## config.mk

```make
export PLATFORM = sky130hd
export DESIGN_NAME = envelope_trough_inserter_core
export DESIGN_NICKNAME = d
export VERILOG_FILES = /design/src/hdl/eti_pkg.sv /design/src/hdl/eti_div.sv /design/src/hdl/envelope_trough_inserter_core.sv
export SDC_FILE = /design/constraint.sdc
export NUM_CORES = 2
export LEC_CHECK = 0
export BUFFER_PORTS_ARGS = -buffer_cell sky130_fd_sc_hd__buf_2
export CAP_MARGIN = 20
export CORE_MARGIN = 3
export CORE_UTILIZATION = 40
export CTS_BUF_LIST = sky130_fd_sc_hd__clkbuf_16
export DETAILED_ROUTE_END_ITERATION = 8
export GPL_TIMING_DRIVEN = 1
export SYNTH_ARGS = -nofsm -noshare
export SYNTH_HDL_FRONTEND = slang
export SYNTH_SLANG_ARGS = --single-unit
```

## constraint.sdc

```tcl
create_clock -name i_clk -period 13.6 [get_ports i_clk]
set_clock_uncertainty 0.05 [all_clocks]
set_input_delay 0 -clock i_clk [delete_from_list [all_inputs] [get_ports i_clk]]
set_output_delay 0 -clock i_clk [all_outputs]
set_load 0.1 [all_outputs]
```

## src/hdl/eti_pkg.sv

```systemverilog
// eti_pkg: shared widths, codes, register reset values and word types for the
// envelope trough inserter. No dependencies.
`default_nettype none

package eti_pkg;

    localparam int TIME_W    = 32;
    localparam int LEVEL_W   = 16;
    localparam int CFG_W     = 16;
    localparam int CFG_IDX_W = 1;
    // fade = (stroke << 23) / (65536 - trough) fits 39 bits; twice it fits 40
    localparam int DIV_W     = 40;
    localparam int STEP_W    = 6;
    localparam int FADE_SHIFT = 23;
    localparam int DEN_W     = CFG_W + 1;

    localparam logic [STEP_W-1:0] FADE_STEPS = STEP_W'(DIV_W);
    localparam logic [STEP_W-1:0] FRAC_STEPS = STEP_W'(LEVEL_W);

    localparam logic [CFG_IDX_W-1:0] CFG_TROUGH = 1'b0;
    localparam logic [CFG_IDX_W-1:0] CFG_STROKE = 1'b1;

    localparam logic [CFG_W-1:0] TROUGH_RST = 16'd32768;
    localparam logic [CFG_W-1:0] STROKE_RST = 16'd1000;

    localparam logic [TIME_W-1:0]  TIME_MAX  = '1;
    localparam logic [LEVEL_W-1:0] LEVEL_MAX = '1;

    typedef struct packed {
        logic [TIME_W-1:0]  peak_time;
        logic [LEVEL_W-1:0] peak_level;
        logic               final_peak;
    } t_in_word;

    typedef struct packed {
        logic [TIME_W-1:0]  point_time;
        logic [LEVEL_W-1:0] point_level;
        logic               is_peak;
        logic               run_end;
    } t_out_word;

    // one division job for the shared divider
    typedef struct packed {
        logic [DIV_W-1:0]  rem0;
        logic [DIV_W-1:0]  quo0;
        logic [DIV_W-1:0]  den;
        logic [STEP_W-1:0] steps;
    } t_div_req;

endpackage

`default_nettype wire

```

## src/hdl/eti_div.sv

```systemverilog
// eti_div: restoring divider, one quotient bit per cycle, shared by the fade
// time and the trough fraction. Depends on eti_pkg.
`default_nettype none

module eti_div
    import eti_pkg::*;
(
    input  wire logic             i_clk,
    input  wire logic             i_rst_n,
    input  wire logic             i_start,
    input  wire t_div_req         i_req,
    output logic                  o_busy,
    output logic                  o_done,
    output logic [DIV_W-1:0]      o_quo
);

    logic [DIV_W-1:0]  r_rem;
    logic [DIV_W-1:0]  r_quo;
    logic [DIV_W-1:0]  r_den;
    logic [STEP_W-1:0] r_cnt;
    logic              r_busy;
    logic              r_done;

    logic [DIV_W:0] w_sh;
    logic [DIV_W:0] w_diff;
    logic           w_ge;

    // dividend bits enter the remainder from the top of the quotient register
    assign w_sh   = {r_rem, r_quo[DIV_W-1]};
    assign w_ge   = w_sh >= {1'b0, r_den};
    assign w_diff = w_sh - {1'b0, r_den};

    always_ff @(posedge i_clk) begin
        if (!i_rst_n) begin
            r_busy <= 1'b0;
            r_done <= 1'b0;
            r_cnt  <= '0;
        end else begin
            r_done <= 1'b0;
            if (i_start) begin
                r_rem  <= i_req.rem0;
                r_quo  <= i_req.quo0;
                r_den  <= i_req.den;
                r_cnt  <= i_req.steps;
                r_busy <= i_req.steps != '0;
                r_done <= i_req.steps == '0;
            end else if (r_busy) begin
                r_rem <= w_ge ? w_diff[DIV_W-1:0] : w_sh[DIV_W-1:0];
                r_quo <= {r_quo[DIV_W-2:0], w_ge};
                r_cnt <= r_cnt - 1'b1;
                if (r_cnt == STEP_W'(1)) begin
                    r_busy <= 1'b0;
                    r_done <= 1'b1;
                end
            end
        end
    end

    assign o_busy = r_busy;
    assign o_done = r_done;
    assign o_quo  = r_quo;

    a_busy_cnt: assert property (@(posedge i_clk) disable iff (!i_rst_n)
        r_busy |-> r_cnt != '0)
        else $error("divider busy with zero step count");
    a_done_idle: assert property (@(posedge i_clk) disable iff (!i_rst_n)
        r_done |-> !r_busy)
        else $error("divider done while still busy");
    a_start_busy: assert property (@(posedge i_clk) disable iff (!i_rst_n)
        (i_start && i_req.steps != '0) |=> (r_busy || r_done))
        else $error("divider did not start");

endmodule

`default_nettype wire

```

## src/hdl/envelope_trough_inserter_core.sv

```systemverilog
// envelope_trough_inserter_core: top level, sequencer and output register.
// Depends on eti_pkg and eti_div.
//
// Input channel: one peak word (time, level, final flag) on i_in_valid /
// o_in_stall. Output channel: waypoint words on o_out_valid / i_out_stall,
// in time order: inserted troughs, the peak itself, then the trailing zero
// after a final peak. run_end marks the last word caused by one peak.
// Config: i_cfg_we writes trough_level (index 0) or max_stroke_ms (index 1).
// After reset and after every config write the fade time is recomputed on
// the shared divider in 40 steps; no peak is taken until it is ready.
// Per peak: accept, then gap/sums/product, then plan, then one word per cycle
// while the receiver does not stall (1 to 4 words). A midpoint trough whose gap
// is at least 256 times the stroke value takes the divider for 16 steps before
// emission; such a peak gives 2 or 3 words.
// When the receiver stalls, the output register holds its word and the
// sequencer waits; the next peak is taken once all words are loaded.
// Reset clears the previous-peak state and restores the register defaults.
`default_nettype none

module envelope_trough_inserter_core
    import eti_pkg::*;
(
    input  wire logic                 i_clk,
    input  wire logic                 i_rst_n,
    input  wire logic                 i_in_valid,
    output logic                      o_in_stall,
    input  wire t_in_word             i_in_word,
    output logic                      o_out_valid,
    input  wire logic                 i_out_stall,
    output t_out_word                 o_out_word,
    input  wire logic                 i_cfg_we,
    input  wire logic [CFG_IDX_W-1:0] i_cfg_idx,
    input  wire logic [CFG_W-1:0]     i_cfg_data
);

    typedef enum logic [2:0] {
        S_IDLE, S_FADE, S_GAP, S_PLAN, S_DIV, S_EMIT
    } t_state;

    typedef enum logic [1:0] {
        PH_LEAD, PH_SECOND, PH_PEAK, PH_TRAIL
    } t_phase;

    t_state r_state;
    t_phase r_phase;

    logic [CFG_W-1:0]   r_trough;
    logic [CFG_W-1:0]   r_stroke;
    logic [DIV_W-1:0]   r_fade;
    logic               r_fade_ok;

    logic [TIME_W-1:0]  r_prev_t;
    logic [LEVEL_W-1:0] r_prev_l;
    logic               r_have_prev;

    t_in_word           r_cur;
    logic [TIME_W-1:0]  r_gap;
    logic [TIME_W-1:0]  r_mid;
    logic [TIME_W-1:0]  r_tfar;
    logic [TIME_W-1:0]  r_ta;
    logic [TIME_W-1:0]  r_tb;
    logic [TIME_W-1:0]  r_tc;
    logic [LEVEL_W-1:0] r_la;
    logic [LEVEL_W-1:0] r_prod;
    logic               r_eb;

    logic               r_out_valid;
    t_out_word          r_out;

    logic               w_in_acc;
    logic               w_slot_free;
    logic [DIV_W-1:0]   w_two_fade;
    logic [DIV_W-1:0]   w_cur_x;
    logic [DIV_W-1:0]   w_prev_x;
    logic [DIV_W-1:0]   w_sum_cur;
    logic [DIV_W-1:0]   w_sum_prev;
    logic [TIME_W:0]    w_mid_sum;
    logic [LEVEL_W-1:0] w_max_l;
    logic [LEVEL_W+CFG_W-1:0] w_prod;
    logic [DEN_W-1:0]   w_fade_den;
    logic               w_gap_gt;
    logic               w_gap_short;
    logic               w_need_frac;
    logic               w_div_start;
    t_div_req           w_div_req;
    logic               w_div_busy;
    logic               w_div_done;
    logic [DIV_W-1:0]   w_div_quo;
    t_out_word          w_emit;
    logic               w_last;
    t_phase             w_next_ph;

    assign w_in_acc    = i_in_valid && !o_in_stall;
    assign w_slot_free = !r_out_valid || !i_out_stall;
    assign w_two_fade  = {r_fade[DIV_W-2:0], 1'b0};
    assign w_cur_x     = DIV_W'(r_cur.peak_time);
    assign w_prev_x    = DIV_W'(r_prev_t);
    assign w_sum_cur   = w_cur_x + r_fade;
    assign w_sum_prev  = w_prev_x + r_fade;
    assign w_mid_sum   = {1'b0, r_prev_t} + {1'b0, r_cur.peak_time};
    assign w_max_l     = (r_prev_l > r_cur.peak_level) ? r_prev_l : r_cur.peak_level;
    assign w_prod      = w_max_l * r_trough;
    assign w_fade_den  = DEN_W'(17'h10000) - {1'b0, r_trough};

    assign w_gap_gt    = DIV_W'(r_gap) > w_two_fade;
    assign w_gap_short = r_gap < TIME_W'({r_stroke, 8'h00});
    assign w_need_frac = (r_state == S_PLAN) && r_have_prev && !w_gap_gt
                         && !w_gap_short && (r_gap != '0);
    assign w_div_start = ((r_state == S_IDLE) && !r_fade_ok && !i_cfg_we) || w_need_frac;

    always_comb begin
        w_div_req = '0;
        if (r_state == S_PLAN) begin
            w_div_req.rem0  = w_two_fade - DIV_W'(r_gap);
            w_div_req.quo0  = '0;
            w_div_req.den   = w_two_fade;
            w_div_req.steps = FRAC_STEPS;
        end else begin
            w_div_req.rem0  = '0;
            w_div_req.quo0  = {1'b0, r_stroke, FADE_SHIFT'(0)};
            w_div_req.den   = DIV_W'(w_fade_den);
            w_div_req.steps = FADE_STEPS;
        end
    end

    eti_div u_div (
        .i_clk   (i_clk),
        .i_rst_n (i_rst_n),
        .i_start (w_div_start),
        .i_req   (w_div_req),
        .o_busy  (w_div_busy),
        .o_done  (w_div_done),
        .o_quo   (w_div_quo)
    );

    // word for the current emission phase
    always_comb begin
        w_emit    = '0;
        w_last    = 1'b0;
        w_next_ph = PH_PEAK;
        case (r_phase)
            PH_LEAD: begin
                w_emit.point_time  = r_ta;
                w_emit.point_level = r_la;
                w_next_ph          = r_eb ? PH_SECOND : PH_PEAK;
            end
            PH_SECOND: begin
                w_emit.point_time = r_tb;
                w_next_ph         = PH_PEAK;
            end
            PH_PEAK: begin
                w_emit.point_time  = r_cur.peak_time;
                w_emit.point_level = r_cur.peak_level;
                w_emit.is_peak     = 1'b1;
                w_last             = !r_cur.final_peak;
                w_next_ph          = PH_TRAIL;
            end
            PH_TRAIL: begin
                w_emit.point_time = r_tc;
                w_last            = 1'b1;
            end
            default: begin
                w_last = 1'b1;
            end
        endcase
        w_emit.run_end = w_last;
    end

    always_ff @(posedge i_clk) begin
        if (!i_rst_n) begin
            r_state     <= S_IDLE;
            r_phase     <= PH_PEAK;
            r_trough    <= TROUGH_RST;
            r_stroke    <= STROKE_RST;
            r_fade_ok   <= 1'b0;
            r_prev_t    <= '0;
            r_prev_l    <= '0;
            r_have_prev <= 1'b0;
            r_out_valid <= 1'b0;
        end else begin
            if (r_out_valid && !i_out_stall) begin
                r_out_valid <= 1'b0;
            end
            case (r_state)
                S_IDLE: begin
                    if (w_div_start) begin
                        r_state <= S_FADE;
                    end else if (w_in_acc) begin
                        r_cur   <= i_in_word;
                        r_state <= S_GAP;
                    end
                end
                S_FADE: begin
                    if (i_cfg_we) begin
                        r_state <= S_IDLE;
                    end else if (w_div_done) begin
                        r_fade    <= w_div_quo;
                        r_fade_ok <= 1'b1;
                        r_state   <= S_IDLE;
                    end
                end
                S_GAP: begin
                    r_gap   <= (r_cur.peak_time > r_prev_t) ? r_cur.peak_time - r_prev_t : '0;
                    r_mid   <= w_mid_sum[TIME_W:1];
                    r_prod  <= w_prod[LEVEL_W+CFG_W-1:CFG_W];
                    r_tb    <= (w_cur_x > r_fade) ? TIME_W'(w_cur_x - r_fade) : '0;
                    r_tc    <= (w_sum_cur > DIV_W'(TIME_MAX)) ? TIME_MAX
                                                              : w_sum_cur[TIME_W-1:0];
                    r_tfar  <= (w_sum_prev > DIV_W'(TIME_MAX)) ? TIME_MAX
                                                               : w_sum_prev[TIME_W-1:0];
                    r_state <= S_PLAN;
                end
                S_PLAN: begin
                    r_eb    <= 1'b0;
                    r_la    <= '0;
                    r_phase <= PH_LEAD;
                    r_state <= S_EMIT;
                    if (!r_have_prev) begin
                        r_ta <= r_tb;
                        if (r_cur.peak_time == '0) begin
                            r_phase <= PH_PEAK;
                        end
                    end else if (w_gap_gt) begin
                        r_ta <= r_tfar;
                        r_eb <= 1'b1;
                    end else begin
                        r_ta <= r_mid;
                        if (w_gap_short) begin
                            r_la <= r_prod;
                        end else if (r_gap == '0) begin
                            // zero divisor case: fraction saturates
                            r_la <= LEVEL_MAX;
                        end else begin
                            r_state <= S_DIV;
                        end
                    end
                end
                S_DIV: begin
                    if (w_div_done) begin
                        r_la    <= w_div_quo[LEVEL_W-1:0];
                        r_state <= S_EMIT;
                    end
                end
                S_EMIT: begin
                    if (w_slot_free) begin
                        r_out       <= w_emit;
                        r_out_valid <= 1'b1;
                        r_phase     <= w_next_ph;
                        if (w_last) begin
                            r_state <= S_IDLE;
                            if (r_cur.final_peak) begin
                                r_have_prev <= 1'b0;
                                r_prev_t    <= '0;
                                r_prev_l    <= '0;
                            end else begin
                                r_have_prev <= 1'b1;
                                r_prev_t    <= r_cur.peak_time;
                                r_prev_l    <= r_cur.peak_level;
                            end
                        end
                    end
                end
                default: begin
                    r_state <= S_IDLE;
                end
            endcase
            if (i_cfg_we) begin
                r_fade_ok <= 1'b0;
                case (i_cfg_idx)
                    CFG_TROUGH: r_trough <= i_cfg_data;
                    CFG_STROKE: r_stroke <= i_cfg_data;
                    default: begin
                    end
                endcase
            end
        end
    end

    assign o_in_stall  = !((r_state == S_IDLE) && r_fade_ok);
    assign o_out_valid = r_out_valid;
    assign o_out_word  = r_out;

    a_acc_gap: assert property (@(posedge i_clk) disable iff (!i_rst_n)
        w_in_acc |=> r_state == S_GAP)
        else $error("accepted word did not start processing");
    // while the trailing word waits, a held peak word belongs to the current peak
    a_peak_time: assert property (@(posedge i_clk) disable iff (!i_rst_n)
        (r_out_valid && r_out.is_peak && r_state == S_EMIT && r_phase == PH_TRAIL)
        |-> r_out.point_time == r_cur.peak_time)
        else $error("peak word time differs from held peak");
    a_fade_done: assert property (@(posedge i_clk) disable iff (!i_rst_n)
        (r_state == S_FADE && !i_cfg_we && w_div_done) |=> r_fade_ok)
        else $error("fade time not marked ready");
    a_div_wait: assert property (@(posedge i_clk) disable iff (!i_rst_n)
        (r_state == S_DIV && !w_div_done) |-> w_div_busy)
        else $error("waiting on idle divider");

endmodule

`default_nettype wire
```

* Word-level counts from Yosys, hierarchy flattened
Index checks and enable logic that the tools add are counted.
** Cells by class
- Add/subtract/negate cells :: 9
- Multiply operators :: 1
- Order comparisons :: 8
- Eq/ne operators :: 14
- Muxes and demuxes :: 52
- Bitwise gates (word level) :: 4
- Reduce and logical (&&, ||, !) cells :: 44
** Operators with widths (count)
- 2-to-1 mux 40 bit :: 5
- one-hot mux 32 bit (4 select lines) :: 1
- 2-to-1 mux 126 bit :: 1
- 2-to-1 mux 16 bit :: 7
- 2-to-1 mux 32 bit :: 3
- adder 32 x 40 -> 40 bit :: 2
- > comparator 32 x 40 -> 1 bit :: 2
- > comparator 40 x 32 -> 1 bit (second input constant) :: 2
- zero test 32 bit :: 2
- one-hot mux 16 bit (2 select lines) :: 2
- subtractor 32 bit :: 2
- >= comparator 41 x 40 -> 1 bit :: 1
- subtractor 40 x 32 -> 40 bit :: 1
- subtractor 40 bit :: 1
- adder 32 x 32 -> 33 bit :: 1
- > comparator 32 bit :: 1
- less-than comparator 32 x 24 -> 1 bit :: 1
- multiplier 16 x 16 -> 32 bit :: 1
- nonzero test 32 bit :: 1
- 2-to-1 mux 3 bit :: 7
- one-hot mux 3 bit (6 select lines) :: 1
- subtractor 17 x 16 -> 17 bit (first input constant) :: 1
- > comparator 16 bit :: 1
- 2-to-1 mux 1 bit :: 16
- 28 further kinds :: 69
** Word-level totals
- Register bits after elaboration :: 580
- Input port bits :: 71
- Output and inout port bits :: 52

* Depth between registers and ports, before layout
- Word-level depth :: 8
- Depth in mapped cells :: 34

* Modules after synthesis
From an unflattened synthesis, not the netlist that was laid out.
** Second synthesis, totals
- Cells, all modules :: 4734
- Area, all modules :: 45683.8 µm²
** By module, submodules not included
- envelope_trough_inserter_core :: instances 1, cells an instance 3989, area each 37788.7 µm²
- eti_div :: instances 1, cells an instance 745, area each 7895.1 µm²

* Worst setup path after synthesis
Ideal clock, no wire load.
- Path type :: register to register
- From :: reg r_cur[7] (netlist bit)
- To :: reg r_prod[8] (data pin)
- Library setup time :: 264 ps
- Arrival time :: 7836 ps
- Path slack :: 5450 ps
- Stages on the path, launching flop included :: 32
- Path buffers :: 2
- Period minus slack after synthesis :: 8150 ps
- Cell sequence :: edfxtp_1 -> inv_1 -> ha_1 -> a21o_1 -> a221oi_2 -> nor3_1 -> or4b_1 -> nand2_1 -> buf_2 -> buf_2 -> mux2_2 -> and2_1 -> fa_1 -> inv_1 -> fa_1 -> fa_1 -> inv_1 -> fa_1 -> fa_1 -> inv_1 -> fa_1 -> inv_1 -> ha_1 -> a21o_1 -> a21o_1 -> a21oi_1 -> nor2_1 -> o41ai_2 -> nand2_2 -> a21oi_2 -> o21bai_1 -> xor2_1
** Between the ends
- Longest elaborated chain between the ends :: 3
** RTL lines
- from (decl) :: RTL line envelope_trough_inserter_core.sv:56 : t_in_word r_cur;
- from (signal assigned) :: RTL line envelope_trough_inserter_core.sv:189 : r_cur <= i_in_word;
- > comparator 16 bit :: RTL line envelope_trough_inserter_core.sv:101 : assign w_max_l = (r_prev_l > r_cur.peak_level) ? r_prev_l : r_cur.peak_level;
- 2-to-1 mux 16 bit * :: RTL line envelope_trough_inserter_core.sv:101
- multiplier 16 x 16 -> 32 bit * :: RTL line envelope_trough_inserter_core.sv:102 : assign w_prod = w_max_l * r_trough;
- via w_prod[24] :: RTL line envelope_trough_inserter_core.sv:79 : logic [LEVEL_W+CFG_W-1:0] w_prod;
- to (signal assigned) :: RTL line envelope_trough_inserter_core.sv:205 : r_prod <= w_prod[LEVEL_W+CFG_W-1:CFG_W];
- to (decl) :: RTL line envelope_trough_inserter_core.sv:64 : logic [LEVEL_W-1:0] r_prod;
Mark *: on every way through the listed nets, which the timed path passes. The rest lies on a longest branch.
A chain may end at the register's enable or synchronous reset.

* Worst setup path after layout
- From :: reg r_cur[15] (netlist bit)
- To :: reg r_prod[8] (data pin)
Same word-level chain as after synthesis.

==> reports/metrics.yaml <==
firstDrtPassIters: 8
crit_required_ns: 13.90
holdPathEnd: "r_cur[25]$_DFFE_PP_"
via_count_normalized_by_instance_count: 5.529
status: "finished, final reports clean"
p_seq_frac: 0.445
worstSetupPathType: "reg2reg"
std_cell_rows: 120
groute.usage.overall: 0.2241
clk_tree_root_cell: "clkbuf_16"
fp.dieW_um: 337.5
worstSetupStartpoint: "r_cur[15]$_DFFE_PP_"
synth.cell_area_um2: 43940
route.final.wire_length_mm: 128.5
synth-warning-count: 0
synth-seq-cells: 580
worstSetupStartpointType: "flip-flop"
synth-main-ff-cell: "edfxtp_1"
power_density_nw_per_um2: 92.40
synthCells: 4492
power.share.clock: 0.392
relSlewSlack: 0.2598
reg2reg_depth: 28
fin_tns_setup_ns: 0
netSwitchingFraction: 0.2734
hold_violations: 0
hold-path-cell-count: 2
vias: 33470
crit_buf_inv: 5
setup_viol_count_final: 0
grt_overflow: 0
half_perimeter_wire_length_of_the_detailed_placement_result_mm: 97.02
cap_viol_max_count: 0
netlist.area_leader.share: 0.3307
tritoncts: "built"
worstReg2RegEnd: "r_prod[8]$_DFFE_PP_"
period_share: 0.6790
clk_pin_slew_ns: 0.06
synthesis.area_per_instance_um2: 9.783
worstSetupEndpointType: "flip-flop"
clockBufferDepth: 3
grt_antenna_before_repair: 6
first_global_vias: 32680
synth.area.top_cells: "edfxtp_1, ha_1, fa_1, dfxtp_1, inv_1"
synth_enable_flop_cells: 484
fin_crit_ns: 9.235
drt_iter0_drc: 2873
synth.cells.most_frequent: "edfxtp_1, inv_1, nand2_1, ha_1, nor2_1"
port_buffer_count: 122
ioPinCount: 123
layout-area-overhead-vs-synth_pct: 11.07
synth_nets: 5129
critical-path-top-cell-by-count: "fa_1"
timing.critical_path.slowest_cell_delay_ns: 0.73
holdCritStartpoint: "i_in_word[25]"
synth.distinct_cells: 103
clock_latency_ns: 0.64
cts_htree_levels: 3
post-route-worst-setup-slack_ns: 4.365
post-place-ws_ns: 4.355
floorplan.initialDensity: 0.4065
pin_count_of_the_biggest_net_entering_global_routing: 70
post-synth-top-count-cell: "edfxtp_1"
netlist.top_cell.by_area: "edfxtp_1"
core_region_area_um2: 108100
final_net_count: 5233
drc: 0
cp_max_fo: 21
worst-endpoint-arrival_ns: 9.53
fmax_mhz: 108.3
power.switching_mw: 1.233
grt_pass1_wl_mm: 197.0
regToRegSetupSlack_ns: 4.37
grt_setup_unrepaired: "false"
overall_die_height_um: 337.5
cts_inserted_buffers: 66
total_leakage_power_nw: 20.27
maxSlewViolCount: 0
worst_slew_pin_slew_ns: 1.110
ys_seq_area_frac: 0.3745
vdd_ir_drop_max_mv: 0.08293
gp_congestion: 0.9263
p_int_mw: 3.277
power.share.combinational: 0.163
drt.antenna.violating_nets: 0
synthArstFlopShare: 0
hp-class: "in2reg"
drive_gt1_frac: 0.08346
critical_path.top_delay_family: "adder cells"
avgRoutedWirePerCell_um: 21.23
critPathSlowestCell: "o41ai_2"
clock_sink_count: 580
crit-reg2reg-launch: "r_cur[15]$_DFFE_PP_"
floorplan.die_area_um2: 113900
==> repair_timing <==
| item | CTS | global route |
|---|---|---|
| hold endpoints to repair | 151 | 0 |
| hold buffers | 80 | 0 |
| setup buffers | 0 | 0 |
| gates resized for setup | 0 | 0 |
==> cell usage in the layout (no fill, tap or decap), types with 23 or more instances in the layout <==
master,instances
and2_1,129
buf_2,121
nand3_1,53
nand4_1,37
nor2b_1,98
o22ai_1,30
a211oi_1,23
buf_4,44
a21oi_1,298
ha_1,366
nor2_1,337
dlygate4sd3_1,80
xnor2_1,150
nor3_1,69
o21bai_1,42
a21o_1,102
nand2b_1,38
clkbuf_16,71
edfxtp_1,484
inv_1,496
a22oi_1,50
nand2_1,437
a21boi_0,40
fa_1,200
mux2i_1,58
dfxtp_1,93
and3_1,44
xor2_1,75
mux4_2,32
a31oi_1,25
o21ai_0,159
nor4_1,31
==> final cells by class <==
type	count	area, um2
diodes	1	2.502
clock buffers	71	1777
clock inverters	50	330.3
fillers	10340	59300
inverters	486	1824
multi-input cells	3214	24860
flip-flops and latches	580	16460
well taps	1403	1755
repair buffers	248	1797
==> stage by stage <==
stage / std cells / area, um2 / hold slack, ns / power [mW] / utilization
6_report: 6053 / 48810 / 0.03862 / 4.510 / 0.4515
2_1_floorplan: 4492 / 43940 / 0.04887 / 2.571 / -
4_1_cts: 6051 / 48790 / 0.0006239 / 4.550 / 0.4513
3_5_place_dp: 5850 / 45880 / 0.1281 / 2.758 / 0.4244
5_1_grt: 6052 / 48810 / 0.02737 / 4.711 / 0.4515
3_3_place_gp: 5848 / 45840 / 0.1259 / 2.747 / 0.4240
==> cell families (layout without fill, tap and decap cells) <==
kind of cell | count (synthesis) | in the layout | synth area share
compound gates | 959 | 959 | 0.1413
xor+xnor | 225 | 225 | 0.04484
fa+ha+maj | 566 | 566 | 0.1953
buf+inv | 698 | 855 | 0.06136
flops | 580 | 580 | 0.3745
mux | 108 | 108 | 0.03422
other cells | 0 | 1 | 0
simple gates | 1356 | 1356 | 0.1485
==> worst register-to-register path: cells and delay by family (launching register included) <==
| family | cells | cell delay, ns |
|---|---|---|
| fa+ha+maj | 8 | 3.65 |
| mux | 1 | 0.60 |
| flops | 1 | 0.40 |
| buf+inv | 5 | 0.25 |
| xor+xnor | 1 | 0.14 |
| simple gates | 7 | 2.27 |
| compound gates | 6 | 1.59 |
==> sequential cells by signal, indices dropped and copies added, names as in the netlist, 32 cells and up <==
register     count
o_out_word      50
r_cur           49
r_fade          40
r_gap           32
r_mid           32
r_prev_t        32
r_ta            32
r_tb            32
r_tc            32
r_tfar          32
u_div.o_quo     40
u_div.r_den     40
u_div.r_rem     40
==> power groups by stage <==
stage                     registers [mW]  logic, mW  clock network, mW
final                               2.01      0.734               1.77
after global routing                2.01      0.834               1.87
after CTS                           2.01      0.737               1.81
after detailed placement            2.04      0.714                  0
after global placement              2.04      0.705                  0
after floorplan                     2.03      0.541                  0
==> how the worst max path moves through the flow <==
| stage | end | slack, ns | depth (start not counted) |
|---|---|---|---|
| after floorplan | r_prod[8]$_DFFE_PP_ | 5.45 | 31 |
| after global placement | r_prod[8]$_DFFE_PP_ | 4.41 | 29 |
| after detailed placement | r_prod[11]$_DFFE_PP_ | 4.36 | 29 |
| after CTS | r_prod[8]$_DFFE_PP_ | 4.33 | 28 |
| after global routing | r_prod[8]$_DFFE_PP_ | 3.86 | 29 |
| final | r_prod[8]$_DFFE_PP_ | 4.37 | 28 |
==> metal layers <==
layer  up-vias  routed length (um)  global-route usage
li1      15830                   -                   -
met1     16470               59690              0.3223
met2       989               57640              0.3524
met3       174                7793             0.03348
met4         2                3351             0.06130
met5         -                  14                   0
Note: power is estimated with default switching activity, not from simulation.
